**src/rtl/msp_pkg.sv**
```systemverilog
package msp_pkg;

    localparam int MAX_LEN = 64;
    localparam int ADDR_W  = $clog2(MAX_LEN);

    localparam logic [7:0] CH_DOLLAR = 8'h24;
    localparam logic [7:0] CH_M      = 8'h4D;
    localparam logic [7:0] CH_GT     = 8'h3E;

    localparam logic [7:0] CMD_BASE = 8'd99;
    localparam logic [7:0] CMD_TOP  = 8'd130;

    localparam logic [31:0] MASK_RESET = 32'hFFFF_FFFF;

    localparam logic [2:0] PH_IDLE   = 3'd0;
    localparam logic [2:0] PH_DOLLAR = 3'd1;
    localparam logic [2:0] PH_M      = 3'd2;

    typedef enum logic [1:0] {
        KIND_DATA  = 2'd0,
        KIND_EMPTY = 2'd1,
        KIND_FAIL  = 2'd2,
        KIND_HDR   = 2'd3
    } kind_t;

    typedef struct packed {
        logic       take_size;
        logic       take_cmd;
        logic       fill_byte;
        logic       discard_step;
        logic       emit_hdr;
        logic [2:0] hdr_phase;
        logic       emit_fail;
        logic       emit_empty;
        logic       replay_start;
        logic       replay_fetch;
        logic       replay_emit;
    } cmd_t;

    typedef struct packed {
        logic is_dollar;
        logic is_m;
        logic is_gt;
        logic oversize;
        logic interesting;
        logic size_zero;
        logic fill_done;
        logic discard_done;
        logic xor_match;
        logic replay_last;
        logic out_free;
    } status_t;

endpackage

```
**src/rtl/msp_ram.sv**
```systemverilog
module msp_ram #(
    parameter int WIDTH = 8,
    parameter int DEPTH = 64
) (
    input  logic                     clk,
    input  logic                     wr_en,
    input  logic [$clog2(DEPTH)-1:0] wr_addr,
    input  logic [WIDTH-1:0]         wr_data,
    input  logic                     rd_en,
    input  logic [$clog2(DEPTH)-1:0] rd_addr,
    output logic [WIDTH-1:0]         rd_data
);

    logic [WIDTH-1:0] mem [DEPTH];
    logic [WIDTH-1:0] rd_data_reg;

    always_ff @(posedge clk)
    begin
        if (wr_en)
        begin
            mem[wr_addr] <= wr_data;
        end
        if (rd_en)
        begin
            rd_data_reg <= mem[rd_addr];
        end
    end

    assign rd_data = rd_data_reg;

endmodule

```
**src/rtl/msp_ctrl.sv**
```systemverilog
module msp_ctrl (
    input  logic             clk,
    input  logic             rst_n,
    input  logic             in_valid,
    output logic             in_stall,
    input  msp_pkg::status_t st,
    output msp_pkg::cmd_t    cmd
);

    typedef enum logic [9:0] {
        S_IDLE    = 10'b00_0000_0001,
        S_DOLLAR  = 10'b00_0000_0010,
        S_M       = 10'b00_0000_0100,
        S_SIZE    = 10'b00_0000_1000,
        S_CMD     = 10'b00_0001_0000,
        S_FILL    = 10'b00_0010_0000,
        S_CSUM    = 10'b00_0100_0000,
        S_DISCARD = 10'b00_1000_0000,
        S_RD      = 10'b01_0000_0000,
        S_WR      = 10'b10_0000_0000
    } state_t;

    state_t state_reg;
    state_t state_next;
    logic   replaying;
    logic   accept;

    assign replaying = (state_reg == S_RD) || (state_reg == S_WR);
    assign in_stall  = replaying || !st.out_free;
    assign accept    = in_valid && !in_stall;

    always_comb
    begin
        state_next = state_reg;
        cmd        = '0;
        unique case (state_reg)
            S_IDLE:
            begin
                if (accept)
                begin
                    if (st.is_dollar)
                    begin
                        state_next = S_DOLLAR;
                    end
                    else
                    begin
                        cmd.emit_hdr  = 1'b1;
                        cmd.hdr_phase = msp_pkg::PH_IDLE;
                    end
                end
            end
            S_DOLLAR:
            begin
                if (accept)
                begin
                    if (st.is_m)
                    begin
                        state_next = S_M;
                    end
                    else
                    begin
                        cmd.emit_hdr  = 1'b1;
                        cmd.hdr_phase = msp_pkg::PH_DOLLAR;
                        state_next    = S_IDLE;
                    end
                end
            end
            S_M:
            begin
                if (accept)
                begin
                    if (st.is_gt)
                    begin
                        state_next = S_SIZE;
                    end
                    else
                    begin
                        cmd.emit_hdr  = 1'b1;
                        cmd.hdr_phase = msp_pkg::PH_M;
                        state_next    = S_IDLE;
                    end
                end
            end
            S_SIZE:
            begin
                if (accept)
                begin
                    if (st.oversize)
                    begin
                        state_next = S_IDLE;
                    end
                    else
                    begin
                        cmd.take_size = 1'b1;
                        state_next    = S_CMD;
                    end
                end
            end
            S_CMD:
            begin
                if (accept)
                begin
                    cmd.take_cmd = 1'b1;
                    priority if (!st.interesting)
                    begin
                        state_next = S_DISCARD;
                    end
                    else if (st.size_zero)
                    begin
                        state_next = S_CSUM;
                    end
                    else
                    begin
                        state_next = S_FILL;
                    end
                end
            end
            S_FILL:
            begin
                if (accept)
                begin
                    cmd.fill_byte = 1'b1;
                    if (st.fill_done)
                    begin
                        state_next = S_CSUM;
                    end
                end
            end
            S_CSUM:
            begin
                if (accept)
                begin
                    state_next = S_IDLE;
                    priority if (!st.xor_match)
                    begin
                        cmd.emit_fail = 1'b1;
                    end
                    else if (st.size_zero)
                    begin
                        cmd.emit_empty = 1'b1;
                    end
                    else
                    begin
                        cmd.replay_start = 1'b1;
                        state_next       = S_RD;
                    end
                end
            end
            S_DISCARD:
            begin
                if (accept)
                begin
                    if (st.discard_done)
                    begin
                        state_next = S_IDLE;
                    end
                    else
                    begin
                        cmd.discard_step = 1'b1;
                    end
                end
            end
            S_RD:
            begin
                cmd.replay_fetch = 1'b1;
                state_next       = S_WR;
            end
            S_WR:
            begin
                if (st.out_free)
                begin
                    cmd.replay_emit = 1'b1;
                    state_next      = st.replay_last ? S_IDLE : S_RD;
                end
            end
            default:
            begin
                state_next = S_IDLE;
            end
        endcase
    end

    always_ff @(posedge clk or negedge rst_n)
    begin
        if (!rst_n)
        begin
            state_reg <= S_IDLE;
        end
        else
        begin
            state_reg <= state_next;
        end
    end

endmodule

```
**src/rtl/msp_dp.sv**
```systemverilog
module msp_dp (
    input  logic             clk,
    input  logic             rst_n,
    input  logic [7:0]       in_byte,
    input  logic             cfg_we,
    input  logic [31:0]      cfg_data,
    input  msp_pkg::cmd_t    cmd,
    output msp_pkg::status_t st,
    output logic             out_valid,
    input  logic             out_stall,
    output logic [1:0]       kind,
    output logic [7:0]       command_id,
    output logic [6:0]       frame_size,
    output logic [7:0]       data_byte,
    output logic [5:0]       byte_index,
    output logic [2:0]       parser_phase,
    output logic             last
);

    localparam int AW = msp_pkg::ADDR_W;

    logic [31:0]   mask_reg;
    logic [6:0]    size_reg;
    logic [7:0]    command_reg;
    logic [6:0]    byte_count_reg;
    logic [7:0]    xor_reg;
    logic [AW-1:0] ridx_reg;

    logic          out_valid_reg;
    logic [1:0]    kind_reg;
    logic [7:0]    command_id_reg;
    logic [6:0]    frame_size_reg;
    logic [7:0]    data_byte_reg;
    logic [5:0]    byte_index_reg;
    logic [2:0]    parser_phase_reg;
    logic          last_reg;

    logic [7:0]    rd_data;
    logic [4:0]    mask_bit;
    logic          in_range;
    logic [6:0]    count_inc;
    logic          load;

    msp_ram #(
        .WIDTH (8),
        .DEPTH (msp_pkg::MAX_LEN)
    ) u_ram (
        .clk     (clk),
        .wr_en   (cmd.fill_byte),
        .wr_addr (byte_count_reg[AW-1:0]),
        .wr_data (in_byte),
        .rd_en   (cmd.replay_fetch),
        .rd_addr (ridx_reg),
        .rd_data (rd_data)
    );

    assign mask_bit  = 5'(in_byte - msp_pkg::CMD_BASE);
    assign in_range  = (in_byte >= msp_pkg::CMD_BASE) && (in_byte <= msp_pkg::CMD_TOP);
    assign count_inc = byte_count_reg + 7'd1;

    assign st.out_free     = !out_valid_reg || !out_stall;
    assign st.is_dollar    = (in_byte == msp_pkg::CH_DOLLAR);
    assign st.is_m         = (in_byte == msp_pkg::CH_M);
    assign st.is_gt        = (in_byte == msp_pkg::CH_GT);
    assign st.oversize     = (in_byte > 8'(msp_pkg::MAX_LEN));
    assign st.interesting  = !in_range || mask_reg[mask_bit];
    assign st.size_zero    = (size_reg == 7'd0);
    assign st.fill_done    = (count_inc >= size_reg);
    assign st.discard_done = (byte_count_reg >= size_reg);
    assign st.xor_match    = (xor_reg == in_byte);
    assign st.replay_last  = (7'(ridx_reg) + 7'd1 == size_reg);

    assign load = cmd.emit_hdr || cmd.emit_fail || cmd.emit_empty || cmd.replay_emit;

    always_ff @(posedge clk or negedge rst_n)
    begin
        if (!rst_n)
        begin
            mask_reg       <= msp_pkg::MASK_RESET;
            size_reg       <= '0;
            command_reg    <= '0;
            byte_count_reg <= '0;
            xor_reg        <= '0;
            ridx_reg       <= '0;
            out_valid_reg  <= 1'b0;
        end
        else
        begin
            if (cfg_we)
            begin
                mask_reg <= cfg_data;
            end
            if (cmd.take_size)
            begin
                size_reg <= in_byte[6:0];
                xor_reg  <= in_byte;
            end
            if (cmd.take_cmd)
            begin
                command_reg    <= in_byte;
                byte_count_reg <= '0;
                xor_reg        <= xor_reg ^ in_byte;
            end
            if (cmd.fill_byte)
            begin
                byte_count_reg <= count_inc;
                xor_reg        <= xor_reg ^ in_byte;
            end
            if (cmd.discard_step)
            begin
                byte_count_reg <= count_inc;
            end
            if (cmd.replay_start)
            begin
                ridx_reg <= '0;
            end
            else if (cmd.replay_emit)
            begin
                ridx_reg <= ridx_reg + AW'(1);
            end
            if (load)
            begin
                out_valid_reg <= 1'b1;
            end
            else if (!out_stall)
            begin
                out_valid_reg <= 1'b0;
            end
        end
    end

    always_ff @(posedge clk)
    begin
        if (load)
        begin
            priority if (cmd.emit_hdr)
            begin
                kind_reg         <= msp_pkg::KIND_HDR;
                command_id_reg   <= '0;
                frame_size_reg   <= '0;
                data_byte_reg    <= in_byte;
                byte_index_reg   <= '0;
                parser_phase_reg <= cmd.hdr_phase;
                last_reg         <= 1'b1;
            end
            else if (cmd.emit_fail)
            begin
                kind_reg         <= msp_pkg::KIND_FAIL;
                command_id_reg   <= command_reg;
                frame_size_reg   <= size_reg;
                data_byte_reg    <= in_byte;
                byte_index_reg   <= '0;
                parser_phase_reg <= msp_pkg::PH_IDLE;
                last_reg         <= 1'b1;
            end
            else if (cmd.emit_empty)
            begin
                kind_reg         <= msp_pkg::KIND_EMPTY;
                command_id_reg   <= command_reg;
                frame_size_reg   <= size_reg;
                data_byte_reg    <= '0;
                byte_index_reg   <= '0;
                parser_phase_reg <= msp_pkg::PH_IDLE;
                last_reg         <= 1'b1;
            end
            else
            begin
                kind_reg         <= msp_pkg::KIND_DATA;
                command_id_reg   <= command_reg;
                frame_size_reg   <= size_reg;
                data_byte_reg    <= rd_data;
                byte_index_reg   <= 6'(ridx_reg);
                parser_phase_reg <= msp_pkg::PH_IDLE;
                last_reg         <= st.replay_last;
            end
        end
    end

    assign out_valid    = out_valid_reg;
    assign kind         = kind_reg;
    assign command_id   = command_id_reg;
    assign frame_size   = frame_size_reg;
    assign data_byte    = data_byte_reg;
    assign byte_index   = byte_index_reg;
    assign parser_phase = parser_phase_reg;
    assign last         = last_reg;

endmodule

```
**src/rtl/msp_frame_parser.sv**
```systemverilog
// A header error, checksum failure or empty frame request appears in the cycle
// after the byte that causes it. A good payload frame replays from the payload RAM
// after its checksum byte: each request is read, then loaded once the output is free.
// Throughput: one byte per cycle while parsing and output is free; input stalls in replay.
// Reset: rst_n asynchronous, active low; parser idle, interest mask all ones.
module msp_frame_parser (
    input  logic        clk,
    input  logic        rst_n,
    input  logic        in_valid,
    output logic        in_stall,
    input  logic [7:0]  in_byte,
    output logic        out_valid,
    input  logic        out_stall,
    output logic [1:0]  kind,
    output logic [7:0]  command_id,
    output logic [6:0]  frame_size,
    output logic [7:0]  data_byte,
    output logic [5:0]  byte_index,
    output logic [2:0]  parser_phase,
    output logic        last,
    input  logic        cfg_valid,
    output logic        cfg_ready,
    input  logic [31:0] cfg_data
);

    msp_pkg::cmd_t    cmd;
    msp_pkg::status_t st;

    assign cfg_ready = 1'b1;

    msp_ctrl u_ctrl (
        .clk      (clk),
        .rst_n    (rst_n),
        .in_valid (in_valid),
        .in_stall (in_stall),
        .st       (st),
        .cmd      (cmd)
    );

    msp_dp u_dp (
        .clk          (clk),
        .rst_n        (rst_n),
        .in_byte      (in_byte),
        .cfg_we       (cfg_valid && cfg_ready),
        .cfg_data     (cfg_data),
        .cmd          (cmd),
        .st           (st),
        .out_valid    (out_valid),
        .out_stall    (out_stall),
        .kind         (kind),
        .command_id   (command_id),
        .frame_size   (frame_size),
        .data_byte    (data_byte),
        .byte_index   (byte_index),
        .parser_phase (parser_phase),
        .last         (last)
    );

endmodule

```
**config.mk**
```make
export PLATFORM = sky130hd
export DESIGN_NAME = msp_frame_parser
export DESIGN_NICKNAME = d
export VERILOG_FILES = /design/src/rtl/msp_pkg.sv /design/src/rtl/msp_ram.sv /design/src/rtl/msp_ctrl.sv /design/src/rtl/msp_dp.sv /design/src/rtl/msp_frame_parser.sv
export SDC_FILE = /design/constraint.sdc
export NUM_CORES = 1
export LEC_CHECK = 0
export ABC_AREA = 0
export BUFFER_PORTS_ARGS = -buffer_cell sky130_fd_sc_hd__buf_2
export CAP_MARGIN = 10
export CORE_UTILIZATION = 58
export CTS_BUF_LIST = sky130_fd_sc_hd__clkbuf_8
export CTS_CLUSTER_DIAMETER = 80
export DETAILED_ROUTE_END_ITERATION = 6
export PLACE_DENSITY_LB_ADDON = 0.1
export SLEW_MARGIN = 20
export SYNTH_ARGS = -nofsm -noshare
export SYNTH_HDL_FRONTEND = slang
export SYNTH_SLANG_ARGS = --single-unit
```
**constraint.sdc**
```tcl
create_clock -name clk -period 2.9 [get_ports clk]
set_input_delay 0.58 -clock clk [delete_from_list [all_inputs] [get_ports clk]]
set_output_delay 0.58 -clock clk [all_outputs]
set_load 0.005 [all_outputs]
```
==> metrics.yaml <==
status: "completed"
synth-seq-cells: 633
clkTransAtPathRegs_ps: 60
drc_errors: 0
clk_latency_ps: 690
drt_pass1_iterations: 5
hold_viol: 0
crit_required_ps: 3190
grt_pass1_wl_microns: 86900
synthArstFlopShare_pct: 12.5
cts_buffer_depth: 3
synthCells: 1354
cp.arrival_ps: 3140
num_vias: 13500
synth_fp_nets: 1419
avgSynthCellArea_sq_um: 19.2
cts_tree: "built"
cts-buffers-inserted: 99
grt_pass1_vias: 13600
core_sq_um: 44200
antenna_found_initial: 3
final_area_sq_um: 29800
hpwl_microns: 38600
startpoint_type: "register"
yosys_warnings: 0
die_h_microns: 214
cts_max_level: 3
ys_types: 67
largest_reg_flops: 512
drive_gt1_share_pct: 37.5
start_util_pct: 58.7
grt_use_total_pct: 27.0
syn_area_sq_um: 26000
finClkSkew_ps: 26.2
wl_per_cell_microns: 26.4
grt_overflow_total: 0
reg2reg_slack_ps: 50
holdCritPathClass: "in -> reg"
numPortBuffers: 80
worst_pin_slew_ps: 800
ys_seq_area_share_pct: 71.8
p_per_area_nw_per_um2: 634
gp_congestion: 0.844
setup.worst_path.class: "reg -> reg"
placed_cells: 2047
synth-edff-count: 554
grt_max_degree: 68
path_max_fanout: 8
clock.fmax_ghz: 0.351
drtAntennaViolNets: 0
totalWireLength_microns: 58900
period_minus_slack_ps: 2850
nets: 1623
ir_drop_uv: 423
stdcell_count: 2234
post-route-period-util_pct: 98.3
ys.flop_type: "edfxtp_1"
syn2layout_area_growth_pct: 14.8
rows: 77
io_pins: 83
slew_headroom_pct: 46.5
drt_iter0_markers: 1440
end_kind: "register"
slew_viol_final: 0
grt_setup_unrepaired: "yes"
die-area_sq_um: 45600
die_w_microns: 214
clkSinkCount: 633
finalSetupViolCount: 0
vias_per_cell: 6.04
drv_cap: 0
placed_cell_area_sq_um: 27700
root_buffer: "clkbuf_8"
leakage_nw: 10.3
cell families (layout without fill, tap and decap cells):
logic type / after synthesis / in the layout / synth area share, %
adders and majority gates: 21 / 21 / 1.00
AOI/OAI and AO/OA: 80 / 80 / 2.13
and+or+nand+nor: 269 / 269 / 5.02
buffers and inverters: 93 / 378 / 1.61
DFF: 633 / 633 / 71.8
xor gates and xnor gates: 28 / 28 / 0.944
muxes: 228 / 228 / 17.5
other: 2 / 5 / 0.0289
cell type report:
| cell class | count | area [sq um] |
|---|---|---|
| inverters | 19 | 71.3 |
| clock inverters | 79 | 547 |
| repair buffers | 177 | 1350 |
| multi-input cells | 628 | 7040 |
| well taps | 592 | 741 |
| clock buffers | 103 | 1420 |
| flip-flops and latches | 633 | 18700 |
| diodes | 3 | 7.51 |
| fillers | 2856 | 14400 |
cells in the mapped netlist (all sizes together), types with 3 or more instances:
cell type / count / area [sq um]
nor2: 99 / 372
nand4: 4 / 25.0
edfxtp: 554 / 16600
mux2i: 10 / 100
mux4: 176 / 3960
nand2: 55 / 206
o21ai: 26 / 134
a21o: 4 / 30.0
clkbuf: 38 / 143
nand2b: 8 / 50.1
or4: 4 / 33.8
nand3b: 3 / 22.5
nor2b: 6 / 37.5
nor3: 15 / 91.3
a311oi: 4 / 35.0
a21oi: 14 / 70.1
nand3: 24 / 120
dfrtp: 46 / 1150
xnor2: 13 / 114
dfstp: 33 / 867
a22o: 8 / 70.1
o21a: 3 / 22.5
o311ai: 3 / 26.3
inv: 18 / 67.6
and2: 22 / 138
nor4: 6 / 37.5
mux2: 42 / 473
and3: 5 / 31.3
nor3b: 4 / 30.0
a31oi: 5 / 46.3
and4: 3 / 26.3
ha: 20 / 250
xor2: 15 / 131
buf: 36 / 204
or2: 4 / 25.0
placed cells by master, fill, tap and decap left out, drive strengths merged, types with 4 or more instances in the layout:
master / count
ha: 20
nand2: 55
xnor2: 13
nor3b: 4
xor2: 15
mux2: 42
buf: 176
or4: 4
dfrtp: 46
clkbuf: 103
nand3: 24
or2: 4
o21ai: 26
nand4: 4
nor2: 99
a21o: 4
a31oi: 5
a22o: 8
mux2i: 10
nor3: 15
and3: 5
edfxtp: 554
inv: 56
a21oi: 14
dfstp: 33
mux4: 176
and2: 22
nor4: 6
a311oi: 4
nor2b: 6
clkinv: 32
bufinv: 8
nand2b: 8
where the power goes:
group | internal [W] | switching [W] | total (W)
Combinational | 0.000526 | 0.000693 | 0.00122
Sequential | 0.0102 | 0.0000771 | 0.0103
Clock | 0.00402 | 0.00340 | 0.00742
Total | 0.0147 | 0.00417 | 0.0189
routing by layer:
| metal | share of wire [%] | vias to the layer above | track usage, % |
|---|---|---|---|
| li1 | - | 5883 | - |
| met1 | 42 | 7012 | 38.2 |
| met2 | 48 | 513 | 41.1 |
| met3 | 7.8 | 91 | 6.61 |
| met4 | 2.7 | 0 | 10.2 |
| met5 | 0 | - | 0 |
worst paths after layout:
kind | from | endpoint | depth (start not counted)
max in group asynchronous | rst_n | u_dp.mask_reg[14]$_DFFE_PN1P_ | 3
setup / recovery | u_ctrl.state_reg[0]$_DFFE_PN1P_ | u_dp.u_ram.mem[47][6]$_DFFE_PP_ | 7
setup reg to reg | u_ctrl.state_reg[0]$_DFFE_PN1P_ | u_dp.u_ram.mem[47][6]$_DFFE_PP_ | 7
hold reg to reg | u_dp.command_reg[0]$_DFFE_PN0P_ | u_dp.command_reg[0]$_DFFE_PN0P_ | 2
min in group asynchronous | rst_n | u_ctrl.state_reg[7]$_DFFE_PN0P_ | 2
hold / removal | cfg_data[2] | u_dp.mask_reg[2]$_DFFE_PN1P_ | 2
worst max-delay path: stages, from the launching register on:
cell and delay [ps]:
dfstp_2 390, nor3_1 390, nand4_1 290, nor3_1 220, buf_4 160, nand3_1 150
buf_4 230, nor2_1 620
metrics by stage:
step | hold WS [ps] | TNS (ps) | worst slack [ps] | total power, W | util, %
floorplan | 284 | 0 | 63.7 | 0.0111 | -
global placement | 475 | -50.7 | -29.3 | 0.0116 | 62.7
detailed placement | 467 | -224 | -84.2 | 0.0116 | 62.7
CTS | 94.7 | 0 | 20.5 | 0.0190 | 67.1
global route | 104 | -4190 | -116 | 0.0196 | 67.5
finish | 146 | 0 | 50.7 | 0.0189 | 67.5
what timing repair did:
item | CTS | global route
pin swaps | 0 | 1
buffers inserted | 0 | 1
endpoints found under the setup margin | 24 | 340
hold buffers | 1 | 0
hold endpoints to repair | 35 | 0
resized for setup | 4 | 44
Power figures use the tool's default switching activity.
